$ cat config.mk
export PLATFORM = sky130hd
export DESIGN_NAME = watchpoint_slot_allocator
export DESIGN_NICKNAME = d
export VERILOG_FILES = /design/src/wsa_pkg.sv /design/src/wsa_front.sv /design/src/wsa_back.sv /design/src/watchpoint_slot_allocator.sv
export SDC_FILE = /design/constraint.sdc
export NUM_CORES = 2
export LEC_CHECK = 0
export BUFFER_PORTS_ARGS = -buffer_cell sky130_fd_sc_hd__buf_2
export CAP_MARGIN = 40
export CORE_ASPECT_RATIO = 1.2
export CORE_MARGIN = 4
export CORE_UTILIZATION = 36
export CTS_CLUSTER_DIAMETER = 80
export DETAILED_ROUTE_END_ITERATION = 8
export MAX_ROUTING_LAYER = met4
export SYNTH_ARGS = -nofsm -noshare
export SYNTH_HDL_FRONTEND = slang
export SYNTH_SLANG_ARGS = --single-unit
$ cat constraint.sdc
create_clock -name clk -period 10.5 [get_ports clk]
set_clock_uncertainty 0.05 [all_clocks]
set_input_delay 0.525 -clock clk [delete_from_list [all_inputs] [get_ports clk]]
set_output_delay 0.525 -clock clk [all_outputs]
set_load 0.02 [all_outputs]
$ cat src/wsa_pkg.sv
// shared types and constants for the watchpoint slot allocator
// used by wsa_front, wsa_back and watchpoint_slot_allocator
package wsa_pkg;
  localparam int SLOTS      = 4;
  localparam int MAX_CHUNK  = 16;
  localparam int MAX_REGION = 1024;
  localparam int REF_WIDTH  = 16;
  localparam int CTRL_GROUP = 14;
  localparam int STAT_GROUP = 12;

  localparam logic [1:0] CMD_INSERT = 2'd0;
  localparam logic [1:0] CMD_REMOVE = 2'd1;
  localparam logic [1:0] CMD_COUNT  = 2'd2;
  localparam logic [1:0] CMD_REPORT = 2'd3;

  typedef struct packed {
    logic [1:0]  command;
    logic [63:0] address;
    logic [10:0] length;
    logic [1:0]  rw;
    logic [47:0] hit_status;
  } wsa_cmd_t;
endpackage

$ cat src/wsa_front.sv
// front end: takes commands, saturates length, maps access kind to rw bits
// depends on wsa_pkg; feeds a two-entry queue toward wsa_back
module wsa_front (
  input  logic              clk,
  input  logic              rst,
  input  logic              in_valid,
  output logic              in_stall,
  input  logic [1:0]        command,
  input  logic [63:0]       address,
  input  logic [10:0]       length,
  input  logic [1:0]        access_kind,
  input  logic [47:0]       hit_status,
  output logic              q_valid,
  input  logic              q_pop,
  output wsa_pkg::wsa_cmd_t q_data
);
  wsa_pkg::wsa_cmd_t mem [2];
  logic       wr_ptr, rd_ptr;
  logic [1:0] count;
  wsa_pkg::wsa_cmd_t item;
  logic push;

  always_comb begin
    item.command    = command;
    item.address    = address;
    item.length     = (length > 11'(wsa_pkg::MAX_REGION)) ? 11'(wsa_pkg::MAX_REGION) : length;
    item.rw         = (access_kind >= 2'd2) ? 2'd3 : access_kind + 2'd1;
    item.hit_status = hit_status;
  end

  assign in_stall = (count == 2'd2);
  assign push     = in_valid && !in_stall;
  assign q_valid  = (count != 2'd0);
  assign q_data   = mem[rd_ptr];

  always_ff @(posedge clk) begin
    if (push) mem[wr_ptr] <= item;
    if (rst) begin
      wr_ptr <= 1'b0;
      rd_ptr <= 1'b0;
      count  <= 2'd0;
    end else begin
      if (push) wr_ptr <= ~wr_ptr;
      if (q_pop) rd_ptr <= ~rd_ptr;
      count <= count + 2'(push) - 2'(q_pop);
    end
  end
endmodule

$ cat src/wsa_back.sv
// back end: walks chunks one per cycle over a shadow copy, then commits it
// if an insert or remove had no failed chunk; depends on wsa_pkg; drives the result register
module wsa_back (
  input  logic              clk,
  input  logic              rst,
  input  logic              q_valid,
  output logic              q_pop,
  input  wsa_pkg::wsa_cmd_t q_data,
  output logic              out_valid,
  input  logic              out_stall,
  output logic              failed,
  output logic [10:0]       chunks_needed,
  output logic              fits,
  output logic              hit,
  output logic [63:0]       hit_address,
  output logic [55:0]       control_image,
  output logic [47:0]       status_image
);
  localparam logic [1:0] ST_IDLE = 2'd0;
  localparam logic [1:0] ST_WALK = 2'd1;
  localparam logic [1:0] ST_DONE = 2'd2;

  logic [1:0] state, state_next;

  logic [63:0] addr [wsa_pkg::SLOTS];
  logic [wsa_pkg::REF_WIDTH-1:0] refs [wsa_pkg::SLOTS];
  logic [55:0] ctrl;
  logic [47:0] stat;
  logic [63:0] sh_addr [wsa_pkg::SLOTS];
  logic [wsa_pkg::REF_WIDTH-1:0] sh_refs [wsa_pkg::SLOTS];
  logic [55:0] sh_ctrl;
  logic [47:0] sh_stat;

  logic [1:0]  cmd;
  logic [63:0] cur_a;
  logic [10:0] rem;
  logic [1:0]  rw;
  logic        fail;
  logic [10:0] chunks;

  // chunk size and code for the current step
  logic [4:0]  sz;
  logic [2:0]  lc;
  logic [4:0]  code;
  always_comb begin
    logic [10:0] lim;
    lim = (rem < 11'(wsa_pkg::MAX_CHUNK)) ? rem : 11'(wsa_pkg::MAX_CHUNK);
    sz = 5'd1; lc = 3'd1;
    if (lim >= 11'd2 && cur_a[0] == 1'b0) begin
      sz = 5'd2; lc = 3'd2;
      if (lim >= 11'd4 && cur_a[1] == 1'b0) begin
        sz = 5'd4; lc = 3'd3;
        if (lim >= 11'd8 && cur_a[2] == 1'b0) begin
          sz = 5'd8; lc = 3'd4;
          if (lim >= 11'd16 && cur_a[3] == 1'b0) begin
            sz = 5'd16; lc = 3'd5;
          end
        end
      end
    end
    code = {lc, rw};
  end

  // one chunk against the shadow copy
  logic [63:0] n_addr [wsa_pkg::SLOTS];
  logic [wsa_pkg::REF_WIDTH-1:0] n_refs [wsa_pkg::SLOTS];
  logic [55:0] n_ctrl;
  logic [47:0] n_stat;
  logic        ok;
  always_comb begin
    logic [wsa_pkg::SLOTS-1:0] vld, mt;
    logic       found, vfound;
    logic [1:0] fi, vi;
    found = 1'b0; vfound = 1'b0; fi = '0; vi = '0;
    for (int i = 0; i < wsa_pkg::SLOTS; i++) begin
      n_addr[i] = sh_addr[i];
      n_refs[i] = sh_refs[i];
      vld[i] = sh_ctrl[i*wsa_pkg::CTRL_GROUP] | sh_ctrl[i*wsa_pkg::CTRL_GROUP+12];
      mt[i]  = vld[i] && sh_addr[i] == cur_a
               && sh_ctrl[i*wsa_pkg::CTRL_GROUP+2 +: 5] == code;
    end
    n_ctrl = sh_ctrl;
    n_stat = sh_stat;
    ok = 1'b0;
    for (int i = wsa_pkg::SLOTS-1; i >= 0; i--) begin
      if (mt[i]) begin found = 1'b1; fi = 2'(i); end
      if (!vld[i]) begin vfound = 1'b1; vi = 2'(i); end
    end
    if (cmd == wsa_pkg::CMD_INSERT) begin
      if (found) begin
        ok = 1'b1;
        if (sh_refs[fi] != '1) n_refs[fi] = sh_refs[fi] + 1'b1;
        n_stat[fi*wsa_pkg::STAT_GROUP +: 8] = 8'd0;
      end else if (vfound) begin
        ok = 1'b1;
        n_ctrl[vi*wsa_pkg::CTRL_GROUP +: 13] =
          {1'b1, sh_ctrl[vi*wsa_pkg::CTRL_GROUP+10 +: 2], 3'b111, code, 1'b0, 1'b1};
        n_addr[vi] = cur_a;
        n_refs[vi] = wsa_pkg::REF_WIDTH'(1);
        n_stat[vi*wsa_pkg::STAT_GROUP +: 8] = 8'd0;
      end
    end else begin
      for (int i = 0; i < wsa_pkg::SLOTS; i++) begin
        if (mt[i]) begin
          ok = 1'b1;
          if (sh_refs[i] <= wsa_pkg::REF_WIDTH'(1)) begin
            n_refs[i] = '0;
            n_addr[i] = '0;
            n_ctrl[i*wsa_pkg::CTRL_GROUP]    = 1'b0;
            n_ctrl[i*wsa_pkg::CTRL_GROUP+12] = 1'b0;
          end else begin
            n_refs[i] = sh_refs[i] - 1'b1;
          end
        end
      end
    end
  end

  // report: last hit valid slot
  logic        r_hit;
  logic [63:0] r_addr;
  always_comb begin
    r_hit = 1'b0; r_addr = '0;
    for (int i = 0; i < wsa_pkg::SLOTS; i++) begin
      if ((q_data.hit_status[i*wsa_pkg::STAT_GROUP +: 8] != 8'd0)
          && (ctrl[i*wsa_pkg::CTRL_GROUP] | ctrl[i*wsa_pkg::CTRL_GROUP+12])) begin
        r_hit = 1'b1; r_addr = addr[i];
      end
    end
  end

  logic take;
  logic is_report;
  assign take  = (state == ST_IDLE) && q_valid;
  assign is_report = (q_data.command == wsa_pkg::CMD_REPORT);
  assign q_pop = take;
  assign out_valid = (state == ST_DONE);
  assign control_image = ctrl;
  assign status_image  = stat;

  always_comb begin
    state_next = state;
    unique case (state)
      ST_IDLE: if (q_valid) state_next = ST_WALK;
      ST_WALK: if (rem == 11'd0 || fail) state_next = ST_DONE;
      ST_DONE: if (!out_stall) state_next = ST_IDLE;
      default: state_next = ST_IDLE;
    endcase
  end

  always_ff @(posedge clk) begin
    if (rst) begin
      state <= ST_IDLE;
      ctrl  <= '0;
      stat  <= '0;
      for (int i = 0; i < wsa_pkg::SLOTS; i++) begin
        addr[i] <= '0;
        refs[i] <= '0;
      end
    end else begin
      state <= state_next;
      if (take) begin
        cmd <= q_data.command;
        cur_a <= q_data.address;
        // report has no chunks to walk
        rem <= is_report ? 11'd0 : q_data.length;
        rw <= q_data.rw;
        fail <= 1'b0;
        chunks <= '0;
        failed <= 1'b0;
        fits <= 1'b0;
        hit <= is_report && r_hit;
        hit_address <= is_report ? r_addr : 64'd0;
        chunks_needed <= '0;
        sh_ctrl <= ctrl;
        sh_stat <= stat;
        for (int i = 0; i < wsa_pkg::SLOTS; i++) begin
          sh_addr[i] <= addr[i];
          sh_refs[i] <= refs[i];
        end
        if (is_report) stat <= q_data.hit_status;
      end else if (state == ST_WALK) begin
        if (rem != 11'd0 && !fail) begin
          cur_a <= cur_a + 64'(sz);
          rem <= rem - 11'(sz);
          chunks <= chunks + 11'd1;
          if (cmd == wsa_pkg::CMD_INSERT || cmd == wsa_pkg::CMD_REMOVE) begin
            if (ok) begin
              sh_ctrl <= n_ctrl;
              sh_stat <= n_stat;
              for (int i = 0; i < wsa_pkg::SLOTS; i++) begin
                sh_addr[i] <= n_addr[i];
                sh_refs[i] <= n_refs[i];
              end
            end else begin
              fail <= 1'b1;
            end
          end
        end else begin
          if (cmd == wsa_pkg::CMD_COUNT) begin
            chunks_needed <= chunks;
            fits <= (chunks <= 11'(wsa_pkg::SLOTS));
          end else if (cmd != wsa_pkg::CMD_REPORT) begin
            failed <= fail;
            if (!fail) begin
              ctrl <= sh_ctrl;
              stat <= sh_stat;
              for (int i = 0; i < wsa_pkg::SLOTS; i++) begin
                addr[i] <= sh_addr[i];
                refs[i] <= sh_refs[i];
              end
            end
          end
        end
      end
    end
  end
endmodule

$ cat src/watchpoint_slot_allocator.sv
// top level of the watchpoint slot allocator
// depends on wsa_pkg, wsa_front, wsa_back
//
// channel  direction  handshake
// in       input      in_valid / in_stall
// out      output     out_valid / out_stall
//
// the back end walks one chunk per cycle through its shadow slot copy
// a two-entry queue lets new commands in while a result waits
// rst is synchronous and empties the queue and all slots
module watchpoint_slot_allocator (
  input  logic        clk,
  input  logic        rst,
  input  logic        in_valid,
  output logic        in_stall,
  input  logic [1:0]  command,
  input  logic [63:0] address,
  input  logic [10:0] length,
  input  logic [1:0]  access_kind,
  input  logic [47:0] hit_status,
  output logic        out_valid,
  input  logic        out_stall,
  output logic        failed,
  output logic [10:0] chunks_needed,
  output logic        fits,
  output logic        hit,
  output logic [63:0] hit_address,
  output logic [55:0] control_image,
  output logic [47:0] status_image
);
  logic q_valid, q_pop;
  wsa_pkg::wsa_cmd_t q_data;

  wsa_front u_front (
    .clk, .rst, .in_valid, .in_stall, .command, .address, .length,
    .access_kind, .hit_status, .q_valid, .q_pop, .q_data
  );

  wsa_back u_back (
    .clk, .rst, .q_valid, .q_pop, .q_data, .out_valid, .out_stall,
    .failed, .chunks_needed, .fits, .hit, .hit_address,
    .control_image, .status_image
  );

`ifndef SYNTH
  a_pop_needs_item: assert property (@(posedge clk) disable iff (rst)
    q_pop |-> q_valid) else $error("pop from empty queue");
  a_no_pop_while_out: assert property (@(posedge clk) disable iff (rst)
    out_valid |-> !q_pop) else $error("pop while result pending");
  a_fits_count: assert property (@(posedge clk) disable iff (rst)
    (out_valid && fits) |-> (chunks_needed <= 11'd4)) else $error("fits mismatch");
`endif
endmodule

==> results.toml <==
[status]
outcome = "finished clean"

[clock_network]
clkLatencyLatePin_ns = 0.82
htreeDepth = 4
cts_tree = "done"
clkTransAtPathRegs_ns = 0.06
clockBufferDepth = 3
cts_root_buf = "clkbuf_16"
numCtsBuffers = 144
clock-sinks = 1278

[layout]
area_growth_pct = 16.7
instances_no_fill = 7711
nNetsFinal = 5502
drive_gt1_share_pct = 13.5
utilization_pct = 42.2

[power_and_ir_drop]
power.leakage_nw = 24.5
ir_drop_v = 0.000212
finalPower_mw = 16.9
power_density_nw_per_um2 = 241

[flow_run]
maxCapViolations = 0

[hold_path]
min_to = "u_front.mem[0][59]"
min_path_cells = 2
hold_class = "primary input to register"
min_from = "length[9]"

[logic_synthesis]
synth_cell_type_count = 97
synthesis.area_um2 = 60200
synth-simple-area-share_pct = 14.7
synth.avg_cell_area_um2 = 12.0
async_reset_ff_share_pct = 0
synth_nets = 5181
syn-instance-count = 5021
yosysWarnings = 0
synth_xor_area_share_pct = 5.26
synth_edf_count = 1167
synth_seq_cells = 1278
synth_compound_area_share_pct = 12.2
synth.yosys.seq_area_share_pct = 61.9
synth_adder_area_share_pct = 0.615
synthMuxAreaShare_pct = 2.05
synth_top_family_by_area = "simple AND/OR/NAND/NOR gates"
synth_flop_cell = "edfxtp_1"

[routing]
viasPerCell = 5.78
wl_per_cell_um = 28.1
drc = 0
first_iter_violations = 5929
vias = 44563
drtAntennaViolNets = 0
routed_wl_um = 217000
dr.pass1.iters = 6

[critical_path]
end_kind = "register"
crit_required_ns = 10.98
r2r-start = "u_back.cur_a[61]"
worstRegToRegCells = 14
r2r_slack_ns = 3.18
crit_type = "register to register"
arrival_ns = 7.80
start_kind = "register"
rr_endpoint = "u_back.sh_refs[3][15]"
crit_fanout = 20

[timing]
drv_slew = 0
finalSetupViolCount = 0
worstMarginPinSlew_ns = 1.22
rsz0062_at_grt = "false"
min_period_ns = 7.32
setup_tns_ns = 0
fmax_mhz = 137
fin_crit_sh_pct = 69.7
maxSlewHeadroom_pct = 18.4
hold_viol = 0

[placement]
place_congestion = 1.02
dp_hpwl_um = 150000
dp.cells = 7313
numPortBuffers = 314

[floorplanning]
initial_utilization_pct = 36.2
dieArea_um2 = 174000
ios = 315
die_x_um = 381
num_rows = 164
die_h_um = 456
core_um2 = 166000

[global_routing]
grt_max_degree = 223
antenna_found_initial = 7
grt.total_usage_pct = 24.9
grt_pass1_wl_um = 310000
grt_overflow = 0
grt_pass1_vias = 42453
-- synthesized netlist by cell type, drive strengths merged, types with 6 or more instances --
library cell	instances	area share, %
o221ai	9	0.14
mux2	17	0.32
or4	8	0.11
a221oi	100	1.5
nand2	329	2.1
inv	80	0.50
edfxtp	1167	58
a211oi	79	0.98
nand4	88	0.92
nor4	75	0.90
or3	18	0.19
xor2	153	2.2
and2	367	3.8
a22o	272	4.0
nor3	188	1.6
o21a	16	0.20
nand4b	6	0.087
nor2	416	2.7
nand2b	31	0.33
o21ai	155	1.3
nor2b	53	0.55
a32o	7	0.12
a22oi	10	0.12
a21oi	296	2.5
o22ai	14	0.15
dfxtp	111	3.7
nor3b	11	0.16
nand3	57	0.48
a31oi	16	0.23
xnor2	206	3.0
or2	15	0.16
o31ai	21	0.28
buf	123	1.1
and3	26	0.27
ha	28	0.58
mux2i	104	1.7
clkbuf	261	1.6
and4	8	0.12
o311ai	9	0.14
-- worst max path at each step --
stage                startpoint                     to  slack (ns)  depth (start not counted)
4_1_cts        u_back.cur_a[61]  u_back.sh_refs[3][15]        3.43                         14
6_report       u_back.cur_a[61]  u_back.sh_refs[3][15]        3.18                         14
5_1_grt        u_back.cur_a[27]  u_back.sh_refs[3][15]        3.28                         13
3_3_place_gp   u_back.cur_a[16]  u_back.sh_refs[3][13]        3.22                         12
2_1_floorplan     u_back.rem[3]      u_back.addr[0][0]        0.78                          5
3_5_place_dp   u_back.cur_a[61]  u_back.sh_refs[3][13]        3.48                         14
-- final cells by class --
class,instances,area [µm²]
Timing Repair Buffer,559,3940
Clock inverter,77,850
Clock buffer,192,3860
Tap cell,2241,2800
Fill cell,15571,96200
Multi-Input combinational cell,3278,21200
Sequential cell,1278,37300
Inverter,81,317
Antenna cell,5,12.5
-- stage by stage --
step	cell area, µm²	hold WS, ns	worst slack (ns)
after floorplan	60200	0.431	0.783
after global placement	63800	0.400	3.22
after detailed placement	64300	0.408	3.48
after CTS	70200	0.00229	3.43
after global routing	70300	0.0410	3.28
final	70300	0.0473	3.18
-- state kept, by name, summed over array words and instances, names as in the netlist, 11 cells and up, named ones only --
name and flops:
u_back.sh_stat 48, u_back.sh_addr 256, u_back.addr 256, u_back.hit_address 64
u_back.sh_refs 64, u_back.control_image 56, u_back.status_image 48, u_back.cur_a 64
u_back.chunks 11, u_back.sh_ctrl 56, u_back.rem 11, u_back.refs 64
u_front.mem 254, u_back.chunks_needed 11
-- power breakdown --
group / total [mW] / internal (mW) / switching [mW]
Combinational: 4.37 / 1.28 / 3.10
Sequential: 7.46 / 6.59 / 0.871
Clock: 5.06 / 2.84 / 2.23
-- layer usage --
layer | share of wire (%) | GRT usage (%) | up-vias
met2 | 46 | 38.1 | 2545
met3 | 9.1 | 4.76 | 411
met5 | 0 | - | -
li1 | - | - | 19318
met1 | 40 | 32.2 | 22289
met4 | 5.1 | 11.0 | 0
-- critical path: stages (launching register included) --
cell and delay (ns):
edfxtp_1 0.67, xor2_1 0.34, nor4_1 0.70, nand4_1 0.27, nor4_1 0.86, o2111ai_1 0.23
buf_4 0.27, and3_1 0.27, a31oi_4 0.53, buf_4 0.37, nand2_1 0.60, a21oi_1 0.58
nor4b_2 0.75, nor3_2 0.25, buf_4 0.26
-- placed cells by master, fill, tap and decap left out, drive strengths merged, types with 28 or more instances in the layout --
master,netlist,layout
a211oi,79,79
a21oi,296,296
a221oi,100,100
a22o,272,272
and2,367,367
buf,123,433
clkbuf,261,192
clkinv,1,59
dfxtp,111,111
dlygate4sd3,0,123
edfxtp,1167,1167
ha,28,28
inv,80,89
mux2i,104,104
nand2,329,329
nand2b,31,31
nand3,57,57
nand4,88,88
nor2,416,416
nor2b,53,53
nor3,188,188
nor4,75,75
o21ai,155,155
xnor2,206,206
xor2,153,153
-- what timing repair did --
action,4_1_cts,5_1_grt
setup buffers,0,0
resized for setup,0,0
hold buffers,123,0
hold endpoints to repair,247,0
-- cell families (layout without fill, tap and decap cells) --
group | after synthesis | count (layout)
buf+inv | 465 | 909
compound gates | 1052 | 1052
xor+xnor | 359 | 359
fa+ha+maj | 29 | 29
simple gates | 1717 | 1717
other cells | 0 | 5
flops | 1278 | 1278
mux | 121 | 121
Note: power is estimated with default switching activity, not from simulation.
